<file path="config.mk">
export PLATFORM = sky130hd
export DESIGN_NAME = radix_text_to_integer
export DESIGN_NICKNAME = d
export VERILOG_FILES = /design/src/hw/rtl/rtti_pkg.sv /design/src/hw/rtl/radix_text_to_integer.sv
export SDC_FILE = /design/constraint.sdc
export NUM_CORES = 1
export LEC_CHECK = 0
export BUFFER_PORTS_ARGS = -buffer_cell sky130_fd_sc_hd__buf_2
export CAP_MARGIN = 20
export CORE_UTILIZATION = 40
export CTS_CLUSTER_DIAMETER = 150
export CTS_CLUSTER_SIZE = 40
export DETAILED_ROUTE_END_ITERATION = 8
export HOLD_SLACK_MARGIN = 0.05
export PLACE_DENSITY_LB_ADDON = 0.15
export RECOVER_POWER = 100
export SLEW_MARGIN = 0
export SYNTH_ARGS = -nofsm -noshare
export SYNTH_HDL_FRONTEND = slang
export SYNTH_SLANG_ARGS = --single-unit
export TNS_END_PERCENT = 20
</file>
<file path="constraint.sdc">
create_clock -name clk -period 6.3 [get_ports clk]
set_input_delay 0.945 -clock clk [delete_from_list [all_inputs] [get_ports clk]]
set_output_delay 0.945 -clock clk [all_outputs]
set_load 0.05 [all_outputs]
</file>
<file path="src/hw/rtl/rtti_pkg.sv">
// rtti_pkg: radix codes, character constants and digit decode for the
// radix text-to-integer parser. No dependencies.
`timescale 1ns / 1ps

package rtti_pkg;

  // Radix modes
  localparam logic [1:0] MODE_DEC = 2'd0;
  localparam logic [1:0] MODE_BIN = 2'd1;
  localparam logic [1:0] MODE_HEX = 2'd2;
  localparam logic [1:0] MODE_OCT = 2'd3;

  // Characters
  localparam logic [7:0] CH_D     = 8'h64;  // 'd'
  localparam logic [7:0] CH_B     = 8'h62;  // 'b'
  localparam logic [7:0] CH_H     = 8'h68;  // 'h'
  localparam logic [7:0] CH_O     = 8'h6F;  // 'o'
  localparam logic [7:0] CH_MINUS = 8'h2D;  // '-'
  localparam logic [7:0] CH_0     = 8'h30;
  localparam logic [7:0] CH_9     = 8'h39;
  localparam logic [7:0] CH_UA    = 8'h41;  // 'A'
  localparam logic [7:0] CH_UF    = 8'h46;  // 'F'
  localparam logic [7:0] CH_LA    = 8'h61;  // 'a'
  localparam logic [7:0] CH_LF    = 8'h66;  // 'f'
  localparam logic [7:0] UPPER_OFS = 8'd55;
  localparam logic [7:0] LOWER_OFS = 8'd87;

  typedef struct packed {
    logic       ok;
    logic [3:0] val;
  } digit_t;

  // Digit value of c under the given radix mode
  function automatic digit_t digit_of(input logic [7:0] c, input logic [1:0] mode);
    digit_t     d;
    logic [7:0] diff;
    d    = '0;
    diff = '0;
    if (c >= CH_0 && c <= CH_9) begin
      diff = c - CH_0;
      d.ok = 1'b1;
    end else if (mode == MODE_HEX && c >= CH_UA && c <= CH_UF) begin
      diff = c - UPPER_OFS;
      d.ok = 1'b1;
    end else if (mode == MODE_HEX && c >= CH_LA && c <= CH_LF) begin
      diff = c - LOWER_OFS;
      d.ok = 1'b1;
    end
    d.val = diff[3:0];
    if (mode == MODE_BIN && d.val > 4'd1) d.ok = 1'b0;
    if (mode == MODE_OCT && d.val > 4'd7) d.ok = 1'b0;
    return d;
  endfunction

endpackage

</file>
<file path="src/hw/rtl/radix_text_to_integer.sv">
// radix_text_to_integer: character-serial number token parser, top level.
// Depends on rtti_pkg.
`timescale 1ns / 1ps

// Channel  Ports                               Direction  Request
// in       in_valid/in_ready, in_char_code,    input      one character
//          in_last
// out      out_valid/out_ready, out_value,     output     one parsed token
//          out_error
//
// One character is taken per cycle while in_ready is high. The accumulator and
// token state update in the cycle a character is taken; a token's last
// character loads a finish register, which then forms the signed value (negate
// or complement) into the output register when the path advances. Reset (rst_n
// low, synchronous) returns the parser to waiting for a radix letter and
// empties both stages. A stall on out holds the whole path, so in_ready drops
// only while out is full and not being taken.

module radix_text_to_integer (
  input  logic        clk,
  input  logic        rst_n,
  input  logic        in_valid,
  output logic        in_ready,
  input  logic [7:0]  in_char_code,
  input  logic        in_last,
  output logic        out_valid,
  input  logic        out_ready,
  output logic [63:0] out_value,
  output logic        out_error
);

  // Token phase
  localparam logic [1:0] PH_RADIX = 2'd0;  // waiting for radix letter
  localparam logic [1:0] PH_FIRST = 2'd1;  // waiting for first body character
  localparam logic [1:0] PH_BODY  = 2'd2;  // inside the body

  // Token state
  logic [1:0]  phase_r,  phase_nxt;
  logic [1:0]  mode_r,   mode_nxt;
  logic        neg_r,    neg_nxt;
  logic [63:0] acc_r,    acc_nxt;
  logic        fault_r,  fault_nxt;

  // Finish stage: a completed token awaiting sign resolution
  logic        fin_valid_r;
  logic [63:0] fin_acc_r;
  logic        fin_neg_r;
  logic        fin_dec_r;
  logic        fin_err_r;

  // Output register
  logic        out_valid_r;
  logic [63:0] out_value_r;
  logic        out_error_r;

  logic              adv;
  logic              take;
  rtti_pkg::digit_t  dg;
  logic              first;
  logic [63:0]       value_c;

  // Whole path moves unless a result sits unread
  assign adv      = !out_valid_r || out_ready;
  assign in_ready = adv;
  assign take     = in_valid && adv;

  assign dg    = rtti_pkg::digit_of(in_char_code, mode_r);
  assign first = (phase_r == PH_FIRST);

  always_comb begin
    phase_nxt = phase_r;
    mode_nxt  = mode_r;
    neg_nxt   = neg_r;
    acc_nxt   = acc_r;
    fault_nxt = fault_r;
    if (fault_r) begin
      // skip to end of token
    end else if (phase_r == PH_RADIX) begin
      priority if (in_char_code == rtti_pkg::CH_D) mode_nxt = rtti_pkg::MODE_DEC;
      else if (in_char_code == rtti_pkg::CH_B) mode_nxt = rtti_pkg::MODE_BIN;
      else if (in_char_code == rtti_pkg::CH_H) mode_nxt = rtti_pkg::MODE_HEX;
      else if (in_char_code == rtti_pkg::CH_O) mode_nxt = rtti_pkg::MODE_OCT;
      else fault_nxt = 1'b1;
      phase_nxt = PH_FIRST;
      neg_nxt   = 1'b0;
      acc_nxt   = '0;
      if (in_last) fault_nxt = 1'b1;   // radix letter alone: empty body
    end else if (first && mode_r == rtti_pkg::MODE_DEC &&
                 in_char_code == rtti_pkg::CH_MINUS) begin
      neg_nxt   = 1'b1;
      phase_nxt = PH_BODY;
    end else if (!dg.ok) begin
      fault_nxt = 1'b1;
    end else begin
      phase_nxt = PH_BODY;
      unique case (mode_r)
        rtti_pkg::MODE_DEC: begin
          acc_nxt = {acc_r[60:0], 3'b000} + {acc_r[62:0], 1'b0} + {60'd0, dg.val};
        end
        rtti_pkg::MODE_BIN: begin
          neg_nxt = neg_r || (first && dg.val[0]);
          acc_nxt = {acc_r[62:0], dg.val[0] ^ neg_nxt};
        end
        rtti_pkg::MODE_HEX: begin
          neg_nxt = neg_r || (first && dg.val[3]);
          acc_nxt = {acc_r[59:0], neg_nxt ? ~dg.val : dg.val};
        end
        default: begin
          // octal: sign-bearing lead digit d seeds 3 - d
          if (first && dg.val[2:1] != 2'b00) begin
            neg_nxt = 1'b1;
            acc_nxt = 64'd3 - {60'd0, dg.val};
          end else begin
            acc_nxt = {acc_r[60:0], neg_r ? ~dg.val[2:0] : dg.val[2:0]};
          end
        end
      endcase
    end
  end

  always_ff @(posedge clk) begin
    if (!rst_n) begin
      phase_r <= PH_RADIX;
      mode_r  <= rtti_pkg::MODE_DEC;
      neg_r   <= 1'b0;
      acc_r   <= '0;
      fault_r <= 1'b0;
    end else if (take) begin
      if (in_last) begin
        phase_r <= PH_RADIX;
        mode_r  <= rtti_pkg::MODE_DEC;
        neg_r   <= 1'b0;
        acc_r   <= '0;
        fault_r <= 1'b0;
      end else begin
        phase_r <= phase_nxt;
        mode_r  <= mode_nxt;
        neg_r   <= neg_nxt;
        acc_r   <= acc_nxt;
        fault_r <= fault_nxt;
      end
    end
  end

  // Finish stage
  always_ff @(posedge clk) begin
    if (!rst_n) begin
      fin_valid_r <= 1'b0;
    end else if (adv) begin
      fin_valid_r <= take && in_last;
    end
  end

  always_ff @(posedge clk) begin
    if (take && in_last) begin
      fin_acc_r <= acc_nxt;
      fin_neg_r <= neg_nxt;
      fin_dec_r <= (mode_nxt == rtti_pkg::MODE_DEC);
      fin_err_r <= fault_nxt;
    end
  end

  // Sign resolution: decimal negates, others take -(acc + 1) = ~acc
  always_comb begin
    priority if (fin_err_r) value_c = '0;
    else if (!fin_neg_r)    value_c = fin_acc_r;
    else if (fin_dec_r)     value_c = 64'd0 - fin_acc_r;
    else                    value_c = ~fin_acc_r;
  end

  always_ff @(posedge clk) begin
    if (!rst_n) begin
      out_valid_r <= 1'b0;
    end else if (adv) begin
      out_valid_r <= fin_valid_r;
    end
  end

  always_ff @(posedge clk) begin
    if (adv && fin_valid_r) begin
      out_value_r <= value_c;
      out_error_r <= fin_err_r;
    end
  end

  assign out_valid = out_valid_r;
  assign out_value = out_value_r;
  assign out_error = out_error_r;

endmodule

</file>
==> results.cfg <==
[pwr]
powerDensity_nw_per_um2 = 141
p_leak_nw = 6.37
p_switching_uw = 617
seqPwrFrac = 0.616
p_int_mw = 1.78
pwr-share-clk = 0.295
switching_share = 0.258
power.share.combinational = 0.089
ir_drop_mv = 0.158

[timing]
rsz0062_at_grt = false
period_needed_ps = 5760
hold_viol = 0
finalWorstSetupSlack_ps = 541
slew_viol_final = 317
clock.fmax_mhz = 174
maxSlewHeadroom = -1.49
tns_ps = 0
setup_viol = 0
period_share = 0.914
tightest_slew_ps = 3740
clock_skew_ps = 72.6

[critical_path]
r2r_cells = 11
cp_top_family = compound AO/OA/AOI/OAI gates
crit_fanout = 7
regToRegEndpoint = acc_r[14]
startpoint_type = input pin
cp.depth = 18
worstSetupPathType = input pin to flip-flop
crit_path_start = in_char_code[1]
critPathBufInv = 2
worst_setup_path_end_kind = flip-flop
cp_data_arrival_time_ps = 6130
timing.rr.start = mode_r[0]
worstPathCellList = clkbuf_1 > inv_1 > ha_1 > nand2b_1 > o2111a_1 > a21o_1 > fa_1 > ha_1 > a211oi_1 > o21ai_0 > o211ai_1 > o211ai_2 > a211oi_1 > o41ai_1 > a21oi_1 > xor2_1 > a2111o_1 > a21oi_1
critical-path-slowest-cell = o41ai_1
worstPathRequired_ps = 6670
cp-endpoint = fin_acc_r[53]
slowest_delay_ps = 800
rrSetupSlack_ps = 980

[synth]
async_flop_share = 0
yosysSeqAreaShare = 0.335
synthFlopType = edfxtp_1
synth.avg_cell_area_um2 = 8.54
ys_ff_latch = 204
synthDistinctLibCells = 93
synth.top_cells.by_area = edfxtp_1 (25%), ha_1 (10%), dfxtp_1 (8.9%)
synth_top_area_cell = edfxtp_1
yosys.area.top_type_share = 0.246
synth_edf_count = 132
synth_cells = 1887
yosysWarnings = 0
synth_area_um2 = 16100
syn_nets = 2031

[clocking]
cts_hold_buf = 0
cts_sinks = 204
cts_resized = 0
clock_path_buffers = 3
htree_levels = 1
cts-root-buf = clkbuf_16
clock_latency_ps = 500
numCtsBuffers = 9
cts_setup_buffers = 0
clk_pin_slew_ps = 160
cts_tree = done

[routing]
firstDrtPassIters = 5
vias = 14400
drcViolationCount = 0
viasPerCell = 5.97
totalWireLength_um = 49500
ant_nets = 0
wl_per_cell_um = 20.5
first_iter_violations = 1200

[grt]
grt_start_max_net_pins = 68
antenna_found_initial = 0
grt_pass1_wl_um = 77100
grt_usage = 0.237
grt_pass1_vias = 13300
grt_overflow = 0

[finish]
fill_cells = 3979
n_antenna_cell = 0
drive_gt1_frac = 0.0456
multi_input_area_um2 = 9970
register_area_um2 = 5410
synthToLayoutAreaGrowth_pct = 5.29
final_net_count = 2026

[placed_design]
pre_cts_slack_ps = 307
dp_hpwl_um = 36900
gp_congestion = 0.889
io_buffers = 79

[die]
io_pins = 80
rows = 73
start_util = 0.406
fp.dieW_um = 203
die_area_um2 = 41100
die_y_um = 203
core_area_um2 = 39700

[run]
drv_cap = 6

[outcome]
status = finished with violations
violations = max-capacitance violations, max-slew violations

[worst_hold_path]
hold_class = flip-flop to flip-flop
[worst register-to-register path, delay by kind of cell, from the launching register on]
family | cells | cell delay (ps)
AOI/OAI and AO/OA | 4 | 1020
buffers and inverters | 4 | 1040
DFF | 1 | 360
and+or+nand+nor | 3 | 2880
[cells by family (layout without fill, tap and decap cells)]
logic type,Yosys count,count (layout),synth area share
adder cells (fa/ha/maj),131,131,0.103
XOR/XNOR,116,116,0.0630
buffers and inverters,169,166,0.0430
AND/OR/NAND/NOR,624,624,0.175
AO/OA/AOI/OAI,614,614,0.250
flip-flops,204,204,0.335
multiplexers,29,29,0.0310
[power by group through the flow]
stage | sequential, mW | combinational [mW] | clock (mW)
2_1_floorplan | 1.54 | 0.117 | 0
3_3_place_gp | 1.50 | 0.220 | 0
3_5_place_dp | 1.50 | 0.220 | 0
4_1_cts | 1.47 | 0.220 | 0.729
5_1_grt | 1.48 | 0.230 | 0.765
6_report | 1.47 | 0.214 | 0.706
[through the flow]
step	cell area, µm²	power, mW	util	instances	hold slack [ps]
after detailed placement	16900	1.72	0.425	2396	472
after global placement	16900	1.72	0.425	2396	467
after global routing	17000	2.47	0.427	2409	506
final	17000	2.39	0.427	2409	485
after floorplan	16100	1.65	-	1887	424
after CTS	17200	2.42	0.432	2409	491
[layer usage]
layer,up-vias,global-route usage,wire (µm)
met4,0,0.0701,1350
met2,491,0.361,21200
met3,76,0.0287,3260
li1,6981,-,-
met5,-,0,0
met1,6823,0.351,23700
[final cells by class]
type | instances | share of cell area
inverters | 44 | 0.00973
well taps | 525 | 0.0387
flip-flops and latches | 204 | 0.319
multi-input cells | 1514 | 0.588
repair buffers | 109 | 0.0293
clock inverters | 1 | 0.00177
clock buffers | 12 | 0.0139
[how the worst min path moves through the flow]
stage                      from           to  slack (ps)  cells past startpoint
finish              fin_valid_r  fin_valid_r         480                      2
global route        fin_valid_r  fin_valid_r         510                      2
CTS                 fin_valid_r  fin_valid_r         490                      2
detailed placement  fin_valid_r  fin_valid_r         470                      2
global placement    fin_valid_r    out_valid         470                      1
floorplan             fin_err_r    out_error         420                      0
[cells in the mapped netlist, drive strengths merged (4+ instances only)]
cell	count
o41ai	8
mux2	7
nor4	8
a22oi	10
nand2	251
mux2i	6
or2	9
o31ai	30
nand3	54
a311oi	5
nor2b	18
o211ai	38
xor2	81
and2	7
o21bai	20
o22ai	10
a221oi	6
dfxtp	72
ha	129
o221ai	9
nor2	168
a32o	9
a211oi	14
buf	40
a221o	4
a22o	29
o21ai	182
edfxtp	132
a21o	28
xnor2	35
or3	11
nor3	27
o21a	21
nand4	29
a31oi	20
o211a	4
clkbuf	85
a21boi	7
mux4	16
nand2b	11
and3	14
inv	44
or4	5
a21oi	132
[flip-flops by register name, summed over array words and instances, names as in the netlist]
register / cells
acc_r: 64
fin_acc_r: 64
out_value: 64
mode_r: 2
phase_r: 2
fault_r: 1
fin_dec_r: 1
fin_err_r: 1
fin_neg_r: 1
fin_valid_r: 1
neg_r: 1
out_error: 1
out_valid: 1
[cell usage in the layout, fill, tap and decap left out, types with 10 or more instances in the layout]
cell / count
a22o_1: 29
a21oi_1: 132
or3_1: 10
xor2_1: 81
dfxtp_1: 70
nand3_1: 54
o22ai_1: 10
a22oi_1: 10
nand4_1: 29
inv_1: 42
a211oi_1: 14
and3_1: 14
nor2_1: 165
ha_1: 129
nand2_1: 251
clkbuf_1: 81
a21o_1: 28
nor2b_1: 17
edfxtp_1: 132
nor3_1: 26
o31ai_1: 30
buf_4: 20
o21bai_1: 20
a31oi_1: 20
o21ai_0: 177
xnor2_1: 35
buf_2: 11
o211ai_1: 36
o21a_1: 21
nand2b_1: 11
mux4_2: 16
Note: power is estimated with default switching activity, not from simulation.
